File: config.mk
export PLATFORM = sky130hd
export DESIGN_NAME = graphics_packet_tag_unpacker_unit_flat
export DESIGN_NICKNAME = d
export VERILOG_FILES = /design/src/rtl/gptu_pkg.sv /design/src/rtl/gptu_if.sv /design/src/rtl/gptu_decode.sv /design/src/rtl/gptu_result_fifo.sv /design/src/rtl/graphics_packet_tag_unpacker_unit.sv /design/src/flat_wrapper.sv
export SDC_FILE = /design/constraint.sdc
export NUM_CORES = 1
export LEC_CHECK = 0
export ABC_AREA = 0
export BUFFER_PORTS_ARGS = -buffer_cell sky130_fd_sc_hd__buf_2
export CELL_PAD_IN_SITES_DETAIL_PLACEMENT = 0
export CELL_PAD_IN_SITES_GLOBAL_PLACEMENT = 1
export CORE_ASPECT_RATIO = 0.8
export CORE_UTILIZATION = 30
export CTS_CLUSTER_SIZE = 12
export DETAILED_ROUTE_END_ITERATION = 8
export PLACE_DENSITY = 0.65
export SLEW_MARGIN = 30
export SYNTH_ARGS = -nofsm -noshare
export SYNTH_HDL_FRONTEND = slang
export SYNTH_SLANG_ARGS = --single-unit
File: constraint.sdc
create_clock -name clk -period 5.1 [get_ports clk]
set_input_delay 0.255 -clock clk [delete_from_list [all_inputs] [get_ports clk]]
set_output_delay 0.255 -clock clk [all_outputs]
set_load 0.02 [all_outputs]
File: src/rtl/gptu_pkg.sv
// ---------------------------------------------------------------------------
// gptu_pkg: shared types and codes of the packet tag unpacker
// Result kinds, data formats, descriptor codes, state and result records.
// ---------------------------------------------------------------------------
package gptu_pkg;

	localparam int WordW  = 64;
	localparam int KindW  = 3;
	localparam int RegW   = 8;
	localparam int LoopW  = 15;
	localparam int DescW  = 4;
	localparam int DCntW  = 5;
	localparam int FmtW   = 2;
	localparam int PrimW  = 11;

	typedef enum logic [KindW-1:0] {
		KIND_PRIM   = 3'd0,
		KIND_REG    = 3'd1,
		KIND_HW     = 3'd2,
		KIND_UNIMPL = 3'd3,
		KIND_BADFMT = 3'd4
	} kind_t;

	localparam logic [FmtW-1:0] FMT_PACKED = 2'd0;
	localparam logic [FmtW-1:0] FMT_BAD    = 2'd1;

	localparam logic [DescW-1:0] DESC_PRIM  = 4'h0;
	localparam logic [DescW-1:0] DESC_ADDR  = 4'hE;
	localparam logic [DescW-1:0] DESC_LAST_UNIMPL = 4'h5;
	localparam logic [DescW-1:0] DESC_UNIMPL_A    = 4'hA;
	localparam logic [DescW-1:0] DESC_UNIMPL_F    = 4'hF;

	localparam logic [DCntW-1:0] FULL_LIST = 5'd16;

	typedef struct packed {
		logic [LoopW-1:0] loops_left;
		logic [DCntW-1:0] descriptors_left;
		logic [DCntW-1:0] descriptor_count;
		logic [FmtW-1:0]  data_format;
		logic [WordW-1:0] descriptor_list;
	} state_t;

	typedef struct packed {
		kind_t            kind;
		logic [RegW-1:0]  target;
		logic [WordW-1:0] data;
		logic             last;
	} result_t;

endpackage

File: src/rtl/gptu_if.sv
// ---------------------------------------------------------------------------
// gptu_qword_if / gptu_result_if: valid/ready channels of the unpacker
// One beat moves a qword on the input side and one result on the output.
// ---------------------------------------------------------------------------
interface gptu_qword_if;
	logic        valid;
	logic        ready;
	logic [63:0] word_low;
	logic [63:0] word_high;

	modport source (output valid, output word_low, output word_high, input ready);
	modport sink   (input valid, input word_low, input word_high, output ready);
endinterface

interface gptu_result_if;
	logic        valid;
	logic        ready;
	logic [2:0]  write_kind;
	logic [7:0]  target_register;
	logic [63:0] write_data;
	logic        last;

	modport source (output valid, output write_kind, output target_register,
		output write_data, output last, input ready);
	modport sink   (input valid, input write_kind, input target_register,
		input write_data, input last, output ready);
endinterface

File: src/rtl/gptu_decode.sv
// ---------------------------------------------------------------------------
// gptu_decode: tag and data decode of one qword
// Computes the next unpacker state and up to two results from one qword.
// ---------------------------------------------------------------------------
module gptu_decode (
	input  gptu_pkg::state_t  state,
	input  logic [63:0]       word_low,
	input  logic [63:0]       word_high,
	output gptu_pkg::state_t  state_nx,
	output gptu_pkg::result_t res0,
	output gptu_pkg::result_t res1,
	output logic [1:0]        res_cnt
);
	import gptu_pkg::*;

	logic [LoopW-1:0] nloop;
	logic [DCntW-1:0] tag_cnt;
	logic [DCntW-1:0] dpos;
	logic [DescW-1:0] dsc;
	logic [DCntW-1:0] dleft_dec;

	assign nloop     = word_low[LoopW-1:0];
	assign tag_cnt   = (word_low[63:60] == '0) ? FULL_LIST : {1'b0, word_low[63:60]};
	assign dpos      = state.descriptor_count - state.descriptors_left;
	assign dsc       = state.descriptor_list[{dpos[3:0], 2'b00} +: DescW];
	assign dleft_dec = state.descriptors_left - 1'b1;

	always_comb begin
		state_nx = state;
		res0     = '{kind: KIND_PRIM, target: '0, data: '0, last: 1'b1};
		res1     = '{kind: KIND_HW, target: '0, data: word_high, last: 1'b1};
		res_cnt  = 2'd0;
		if (state.loops_left == '0) begin
			if (nloop != '0) begin
				state_nx.loops_left       = nloop;
				state_nx.data_format      = word_low[59:58];
				state_nx.descriptor_count = tag_cnt;
				state_nx.descriptors_left = tag_cnt;
				state_nx.descriptor_list  = word_high;
				res0.data = {{(WordW-PrimW){1'b0}}, word_low[57:47]};
				res_cnt   = {1'b0, word_low[46]};
			end
		end else if (state.data_format == FMT_PACKED) begin
			res_cnt = 2'd1;
			if (dleft_dec == '0) begin
				state_nx.descriptors_left = state.descriptor_count;
				state_nx.loops_left       = state.loops_left - 1'b1;
			end else begin
				state_nx.descriptors_left = dleft_dec;
			end
			priority if (dsc == DESC_PRIM) begin
				res0.data = {{(WordW-PrimW){1'b0}}, word_low[PrimW-1:0]};
			end else if (dsc == DESC_ADDR) begin
				res0.kind   = KIND_REG;
				res0.target = word_high[RegW-1:0];
				res0.data   = word_low;
			end else if (dsc <= DESC_LAST_UNIMPL || dsc == DESC_UNIMPL_A
					|| dsc == DESC_UNIMPL_F) begin
				res0.kind = KIND_UNIMPL;
			end else begin
				res0.kind   = KIND_REG;
				res0.target = {{(RegW-DescW){1'b0}}, dsc};
				res0.data   = word_low;
			end
		end else if (state.data_format == FMT_BAD) begin
			res_cnt   = 2'd1;
			res0.kind = KIND_BADFMT;
		end else begin
			res_cnt   = 2'd2;
			res0.kind = KIND_HW;
			res0.data = word_low;
			res0.last = 1'b0;
			state_nx.loops_left = state.loops_left - 1'b1;
		end
	end

endmodule

File: src/rtl/gptu_result_fifo.sv
// ---------------------------------------------------------------------------
// gptu_result_fifo: three-entry result queue
// Takes up to two results per cycle and delivers one per beat.
// ---------------------------------------------------------------------------
module gptu_result_fifo (
	input  logic              clk,
	input  logic              arst_n,
	input  gptu_pkg::result_t res0,
	input  gptu_pkg::result_t res1,
	input  logic [1:0]        push_cnt,
	output logic              room,
	output logic              out_valid,
	input  logic              out_ready,
	output gptu_pkg::result_t out_res
);
	import gptu_pkg::*;

	localparam int Depth = 3;

	result_t    slot_q [Depth];
	logic [1:0] rd_ptr_q;
	logic [1:0] wr_ptr_q;
	logic [1:0] count_q;
	logic       pop;
	logic [1:0] wr_ptr_nx1;

	function automatic logic [1:0] inc3(input logic [1:0] p);
		return (p == 2'd2) ? 2'd0 : p + 2'd1;
	endfunction

	assign out_valid  = (count_q != 2'd0);
	assign out_res    = slot_q[rd_ptr_q];
	assign pop        = out_valid && out_ready;
	assign room       = (count_q - {1'b0, pop}) <= 2'd1;
	assign wr_ptr_nx1 = inc3(wr_ptr_q);

	always_ff @(posedge clk or negedge arst_n) begin
		if (!arst_n) begin
			rd_ptr_q <= '0;
			wr_ptr_q <= '0;
			count_q  <= '0;
		end else begin
			if (pop) begin
				rd_ptr_q <= inc3(rd_ptr_q);
			end
			unique case (push_cnt)
				2'd0: wr_ptr_q <= wr_ptr_q;
				2'd1: wr_ptr_q <= wr_ptr_nx1;
				default: wr_ptr_q <= inc3(wr_ptr_nx1);
			endcase
			count_q <= count_q + push_cnt - {1'b0, pop};
		end
	end

	always_ff @(posedge clk) begin
		if (push_cnt != 2'd0) begin
			slot_q[wr_ptr_q] <= res0;
		end
		if (push_cnt == 2'd2) begin
			slot_q[wr_ptr_nx1] <= res1;
		end
	end

endmodule

File: src/rtl/graphics_packet_tag_unpacker_unit.sv
// ---------------------------------------------------------------------------
// graphics_packet_tag_unpacker_unit: graphics packet tag unpacker
// Splits tagged 128-bit qword streams into register, primitive and image writes.
// ---------------------------------------------------------------------------
// Usage:
//   qword  : input channel, one 128-bit qword per beat (word_low, word_high).
//            With no loop pending the qword is a tag; otherwise it is data.
//   result : output channel, one write per beat (write_kind, target_register,
//            write_data, last). last marks the final write caused by a qword.
// Queue: a result is registered in the queue when its qword is accepted.
// Throughput: decode is one pass of logic from the unpacker state into a
//   three-entry result queue, so packed data and tags go at one qword per
//   cycle while the receiver is ready; image qwords give two writes each, so
//   the single result port holds them back.
// A tag with zero loop count, or a tag without primitive enable, gives no
//   result. In the unsupported format every qword gives an error result.
// Reset: clears the loop count (next qword is a tag) and empties the queue.
// Stall: the queue holds results while the receiver is not ready; qword
//   ready drops once fewer than two entries would be free.
// ---------------------------------------------------------------------------
module graphics_packet_tag_unpacker_unit (
	input logic             clk,
	input logic             arst_n,
	gptu_qword_if.sink      qword,
	gptu_result_if.source   result
);
	import gptu_pkg::*;

	state_t     state_q;
	state_t     state_nx;
	result_t    res0;
	result_t    res1;
	result_t    head;
	logic [1:0] res_cnt;
	logic       room;
	logic       take;

	// Accept a qword only when the queue can hold both writes it may cause.
	assign qword.ready = room;
	assign take        = qword.valid && room;

	gptu_decode u_decode (
		.state     (state_q),
		.word_low  (qword.word_low),
		.word_high (qword.word_high),
		.state_nx  (state_nx),
		.res0      (res0),
		.res1      (res1),
		.res_cnt   (res_cnt)
	);

	// Advance the unpacker state on every accepted beat.
	always_ff @(posedge clk or negedge arst_n) begin
		if (!arst_n) begin
			state_q <= '0;
		end else if (take) begin
			state_q <= state_nx;
		end
	end

	gptu_result_fifo u_fifo (
		.clk       (clk),
		.arst_n    (arst_n),
		.res0      (res0),
		.res1      (res1),
		.push_cnt  (take ? res_cnt : 2'd0),
		.room      (room),
		.out_valid (result.valid),
		.out_ready (result.ready),
		.out_res   (head)
	);

	assign result.write_kind      = head.kind;
	assign result.target_register = head.target;
	assign result.write_data      = head.data;
	assign result.last            = head.last;

endmodule

File: src/flat_wrapper.sv
// flat-port wrapper written by rule: the top's interface ports become plain ports
module graphics_packet_tag_unpacker_unit_flat import gptu_pkg::*;
  (clk, arst_n, qword_valid, qword_word_low, qword_word_high, qword_ready, result_valid, result_write_kind, result_target_register, result_write_data, result_last, result_ready);
  gptu_qword_if qword_i ();
  gptu_result_if result_i ();
  input logic clk;
  input logic arst_n;
  input wire logic [$bits(qword_i.valid)-1:0] qword_valid;
  input wire logic [$bits(qword_i.word_low)-1:0] qword_word_low;
  input wire logic [$bits(qword_i.word_high)-1:0] qword_word_high;
  output wire logic [$bits(qword_i.ready)-1:0] qword_ready;
  output wire logic [$bits(result_i.valid)-1:0] result_valid;
  output wire logic [$bits(result_i.write_kind)-1:0] result_write_kind;
  output wire logic [$bits(result_i.target_register)-1:0] result_target_register;
  output wire logic [$bits(result_i.write_data)-1:0] result_write_data;
  output wire logic [$bits(result_i.last)-1:0] result_last;
  input wire logic [$bits(result_i.ready)-1:0] result_ready;
  assign qword_i.valid = qword_valid;
  assign qword_i.word_low = qword_word_low;
  assign qword_i.word_high = qword_word_high;
  assign qword_ready = qword_i.ready;
  assign result_valid = result_i.valid;
  assign result_write_kind = result_i.write_kind;
  assign result_target_register = result_i.target_register;
  assign result_write_data = result_i.write_data;
  assign result_last = result_i.last;
  assign result_i.ready = result_ready;
  graphics_packet_tag_unpacker_unit u_core (.clk(clk), .arst_n(arst_n), .qword(qword_i), .result(result_i));
endmodule
==> metrics, run 1 <==
outcome=complete, no violations; Total Routing Usage GR=0.195; RSZ-0062 raised after global routing=false; Finish-stage setup viols=0; H-Tree Depth=2; clk root buf=clkbuf_16; crit-path max FO=51; most used cell along the critical path=mux2i_1; vias in the first global route=12200; Slew Limit Headroom=0.329; Worst VDD drop=346 µV; Buf+Inv Stages, Crit Path=2; Clock Latency Late Sink=0.55 ns; # diodes=0; Synth cell types=70; final instance area=0.0196 mm²; Port-buffer cells=209; Post-DRT Antenna Nets=0; # DRC=0; die span in y=212 µm; Startpoint Class=register; ys async rst share=0.298; placed cell count=2166; Starting Density=0.305; DR vias/cell=5.62; WS Path Type=reg -> reg; CTS tree=yes; synthesized cell area=0.0165 mm²; Crit path max-delay family=compound AO/OA/AOI/OAI gates; Final Hold Vio Count=0; final setup margin=0.959 ns; fin crit period=4.14 ns; clock-pin slew on the worst setup and hold paths=0.06 ns; 1st-iter DRT viols=1183; cell breakdown of the critical path=ha_1, inv_1, fa_1, mux4_2, mux2i_1, mux2i_1, a21oi_1, a31oi_4, buf_12, a32o_1; CP max stage delay=0.80 ns; Final HPWL DP=36.0 mm; clk sinks=325; Syn Inst Count=1349; Total Wirelength=55.4 mm; Pre-Repair DR Iteration Count=6; worst endpoint required time=5.40 ns; row cnt=76; setup slack at placement=0.981 ns; total grt overflow=0; number of synthesized flops with an enable pin=192; placed inst area=0.0180 mm²; Synth warnings=0; share of cells above drive strength 1=0.266; die width=264 µm; CP max-delay cell=fa_1; IO Count=210; die area=0.0560 mm²; met1 Use GR=0.277; routed via count=12700; Main synth FF type=edfxtp_1; GR Util met3=0.0285; Seq cells post-synth=325; placer congestion estimate=0.820; Syn Nets=1490; Avg WL per Cell=24.4 µm; start point of the worst hold path=qword_word_high[30]; cts bufs inserted=39; max-cap violation count=0; Max Clk Rate=241 MHz; pwr/cell area=538 mW/mm²; HP Class=in -> reg; Clock Skews=0.0166 ns; first-pass GRT wire length=81.5 mm; largest net degree at the start of global routing=102; Slew Viols, Final=0; grt peak-use layer=met2; Seq/Total Area, Yosys=0.539; CP Launch Point=u_core.state_q[71]$_DFFE_PN0P_; total leakage power=7.43 nW; initial antenna violation count=3; syn avg cell area=12.2 µm²; Final period util=0.812; fin nets=1677; core area=0.0541 mm²; reg2reg start=u_core.state_q[71]$_DFFE_PN0P_; CP Capture Type=register; P&R area growth vs syn=18.8%; Setup TNS=0 ns; GRT met2 Usage=0.306; Worst Path Arrival=4.44 ns; clock tree buffer depth=3; Slew @ Worst Pin=1.01 ns; final cell count without fillers=2268
-- synth_stat cells, drive strengths merged, types with 13 or more instances --
cell type    count  area, µm²
a22oi           35        263
a32o           161       1610
nor3            14       70.1
a21oi           16       83.8
o21ai          156        781
clkbuf          53        201
nand3           37        185
dfrtp           97       2430
edfxtp         192       5770
nor2            41        159
dlygate4sd1     13        114
nand2          123        462
a22o            18        158
mux2i           88        881
buf             58        455
inv             18       67.6
mux2            75        845
mux4            16        375
dfxtp           36        721
-- per-stage QoR --
step	power (mW)	util	hold slack, ns
global placement	7.74	0.333	0.235
global route	11.1	0.363	0.0164
floorplan	6.47	-	-0.0406
CTS	10.7	0.362	0.000173
finish	10.6	0.363	0.0121
detailed placement	7.84	0.333	0.241
-- layout by cell type (no fill, tap or decap), types with 37 or more instances in the layout --
cell and count:
dfrtp_1 95, buf_2 208, mux2i_1 88, mux2_2 75, clkbuf_16 43, edfxtp_1 192, o21ai_0 141, nand2_1 123
a32o_1 161, nor2_1 37
-- final timing paths --
path / to / slack [ns] / cells past startpoint
setup / recovery: u_core.u_fifo.slot_q[1][20]$_DFFE_PP_ / 0.96 / 10
hold / removal: u_core.state_q[30]$_DFFE_PN0P_ / 0.01 / 2
setup reg to reg: u_core.u_fifo.slot_q[1][20]$_DFFE_PP_ / 0.96 / 10
hold reg to reg: u_core.u_fifo.slot_q[0][72]$_SDFFE_PP0P_ / 0.45 / 2
max in group asynchronous: u_core.state_q[23]$_DFFE_PN0P_ / 3.92 / 3
min in group asynchronous: u_core.state_q[81]$_DFFE_PN0P_ / 0.20 / 2
-- cell type report --
cell class	count	area, µm²
Inverter	18	67.6
Clock buffer	61	1220
Tap cell	702	878
Timing Repair Buffer	272	1680
Multi-Input combinational cell	880	6800
Sequential cell	325	8920
Clock inverter	10	55.1
Fill cell	5258	34500
-- registers in the layout, indices dropped and copies added, names as in the netlist --
signal                  cells
u_core.state_q             91
u_core.u_fifo.wr_ptr_q      2
u_core.u_fifo.count_q       2
u_core.u_fifo.slot_q      228
u_core.u_fifo.rd_ptr_q      2
-- logic make-up (layout without fill, tap and decap cells) --
family	Yosys count	count (layout)	share of synthesized area
buffers and inverters	144	361	0.0519
XOR/XNOR	8	8	0.00583
multiplexers	179	179	0.127
AO/OA/AOI/OAI	430	430	0.200
AND/OR/NAND/NOR	254	254	0.0688
flip-flops	325	325	0.539
adder cells (fa/ha/maj)	9	9	0.00727
-- timing repair --
| item | 4_1_cts | 5_1_grt |
|---|---|---|
| hold buffers | 30 | 0 |
| hold endpoints to repair | 59 | 0 |
| setup buffers | 0 | 0 |
| endpoints found under the setup margin | 0 | 0 |
| gates resized for setup | 0 | 0 |
-- per-layer routing --
metal | up-vias | share of wire
li1 | 5721 | -
met1 | 6429 | 0.45
met3 | 81 | 0.066
met4 | 4 | 0.021
met5 | - | 0.00049
met2 | 511 | 0.46
-- report_power, final --
| group | internal [mW] | leakage (nW) | switching (mW) |
|---|---|---|---|
| registers | 3.42 | 3.40 | 0.400 |
| clock network | 1.65 | 0.639 | 1.13 |
| logic | 1.37 | 3.39 | 2.58 |
| total | 6.45 | 7.43 | 4.11 |
(Power assumes the default switching activity.)
==> run 2, diff against run 1 <==
clock period = 4.3 ns   (was 5.1 ns; I/O delays follow)
==> run 2 against run 1 <==
First-iteration DRC count up 5.7%. Via count up 0.51%. Clock power up 17%. Core utilization up 0.57 points. Non-clock buffer count up 29. Wire length up 0.14%. Combinational power up 27%. Die area unchanged. Total power up 20%. Critical endpoint is now u_core.u_fifo.slot_q[1][56]$_DFFE_PP_. Highest routed layer unchanged.
==> metrics, run 2 (synthesis results as in run 1) <==
outcome=complete, no violations; clk root buf=clkbuf_16; routed via count=12800; total leakage power=7.54 nW; Reg2Reg Depth=11; Worst Path Arrival=4.48 ns; Clock Skews=0.0233 ns; placer congestion estimate=0.822; setup slack at placement=0.278 ns; Startpoint Class=register; largest net degree at the start of global routing=95; most used cell along the critical path=mux2i_1; Avg WL per Cell=24.2 µm; first-pass GRT wire length=82.5 mm; die area=0.0560 mm²; Finish-stage setup viols=0; Setup TNS=0 ns; clk sinks=325; die width=264 µm; hold depth=2; P&R area growth vs syn=20.6%; Slew @ Worst Pin=0.961 ns; start point of the worst hold path=qword_word_high[56]; crit-path max FO=20; biggest regs=u_core.u_fifo.slot_q: 228 flops, u_core.state_q: 91 flops; WS Path Type=reg -> reg; Total Wirelength=55.5 mm; Final Hold Vio Count=0; clock-pin slew on the worst setup and hold paths=0.06 ns; row cnt=76; IO Count=210; Final HPWL DP=36.8 mm; reg2reg setup slack=0.21 ns; Starting Density=0.305; worst endpoint required time=4.69 ns; Post-DRT Antenna Nets=0; Final period util=0.951; final setup margin=0.211 ns; clock tree buffer depth=3; Slew Viols, Final=0; Most flops, register=u_core.u_fifo.slot_q; Worst VDD drop=423 µV; # resized after CTS=0; pwr/cell area=636 mW/mm²; CP Capture Type=register; # DRC=0; CTS tree=yes; Hold Crit Endpoint=u_core.state_q[56]$_DFFE_PN0P_; Port-buffer cells=209; max-cap violation count=0; cts bufs inserted=38; fin nets=1705; CP max stage delay=0.82 ns; Clock Latency Late Sink=0.54 ns; fin crit period=4.09 ns; share of cells above drive strength 1=0.264; total grt overflow=0; RSZ-0062 raised after global routing=false; most frequent cells in the layout=208 x buf_2, 192 x edfxtp_1, 161 x a32o_1, 141 x o21ai_0, 123 x nand2_1; most common cell after layout, fill and taps aside=buf_2; max reg flops=228; HP Class=in -> reg; DR vias/cell=5.58; Slew Limit Headroom=0.360; H-Tree Depth=2; Total Routing Usage GR=0.196; Pre-Repair DR Iteration Count=5; reg2reg start=u_core.state_q[71]$_DFFE_PN0P_; 1st-iter DRT viols=1250; die span in y=212 µm; core area=0.0541 mm²; cell breakdown of the critical path=ha_1, inv_1, fa_1, buf_12, mux4_2, mux2i_1, mux2i_1, or3_1, a31oi_4, buf_4, a32o_1; initial antenna violation count=2; vias in the first global route=12300; CP max-delay cell=fa_1; worst reg2reg path endpoint=u_core.u_fifo.slot_q[1][56]$_DFFE_PP_; Max Clk Rate=245 MHz
## run 2: changes by cell type in the layout (fill, tap and decap cells not counted), sizes merged
cell,previous run,this run
dlygate4sd3,30,45
buf,242,256
clkinvlp,0,4
inv,20,16
bufinv,0,2
clkbuf,61,59
clkinv,8,6
diode,0,1
## run 2: worst max-delay path: cells and delay by family, from the launching register on
family | cells | cell delay [ns]
adder cells (fa/ha/maj) | 2 | 0.99
buffers and inverters | 3 | 0.59
AND/OR/NAND/NOR | 1 | 0.55
flip-flops | 1 | 0.43
AO/OA/AOI/OAI | 2 | 0.48
multiplexers | 3 | 0.87
## run 2: report_power, final
group          switching [mW]  total, mW  internal, mW  leakage (nW)
logic                    3.23       5.01          1.78          3.53
registers               0.369       4.43          4.06          3.40
clock network            1.29       3.25          1.95         0.605
total                    4.89       12.7          7.79          7.54
## run 2: how the worst max path moves through the flow
| stage | startpoint | endpoint | cells past startpoint |
|---|---|---|---|
| detailed placement | u_core.state_q[71]$_DFFE_PN0P_ | u_core.u_fifo.slot_q[0][45]$_DFFE_PP_ | 11 |
| global placement | u_core.state_q[66]$_DFFE_PN0P_ | u_core.u_fifo.slot_q[1][45]$_DFFE_PP_ | 12 |
| CTS | u_core.state_q[71]$_DFFE_PN0P_ | u_core.u_fifo.slot_q[0][62]$_DFFE_PP_ | 11 |
| finish | u_core.state_q[71]$_DFFE_PN0P_ | u_core.u_fifo.slot_q[1][56]$_DFFE_PP_ | 11 |
| floorplan | u_core.u_fifo.count_q[1]$_DFF_PN0_ | u_core.u_fifo.slot_q[0][10]$_DFFE_PP_ | 12 |
| global route | u_core.state_q[71]$_DFFE_PN0P_ | u_core.u_fifo.slot_q[0][54]$_DFFE_PP_ | 11 |
## run 2: final cells by class
| cell class | instances | area (µm²) |
|---|---|---|
| Antenna cell | 1 | 2.50 |
| Clock buffer | 59 | 1140 |
| Clock inverter | 10 | 103 |
| Fill cell | 5290 | 34200 |
| Inverter | 18 | 78.8 |
| Multi-Input combinational cell | 880 | 6800 |
| Sequential cell | 325 | 8920 |
| Tap cell | 702 | 878 |
| Timing Repair Buffer | 301 | 2010 |
## run 2: stage by stage
stage / power [mW] / area, µm² / hold slack, ns / util / instances
CTS: 12.8 / 19900 / 0.00252 / 0.367 / 2293
floorplan: 7.67 / 16500 / -0.0806 / - / 1349
global route: 13.4 / 19900 / 0.0130 / 0.368 / 2295
detailed placement: 9.46 / 18200 / 0.398 / 0.336 / 2179
global placement: 9.40 / 18200 / 0.394 / 0.336 / 2179
finish: 12.7 / 19900 / 0.0197 / 0.368 / 2296
## run 2: metal layers
| layer | wire [µm] | global-route usage | up-vias |
|---|---|---|---|
| li1 | - | - | 5781 |
| met1 | 25300 | 0.283 | 6431 |
| met2 | 25300 | 0.308 | 519 |
| met3 | 3780 | 0.0308 | 78 |
| met4 | 1120 | 0.0461 | 2 |
| met5 | 13 | 0 | - |
## run 2: repair_timing
| action | in CTS | in global routing |
|---|---|---|
| hold buffers | 45 | 0 |
| buffers inserted | 0 | 0 |
| hold endpoints to repair | 108 | 0 |
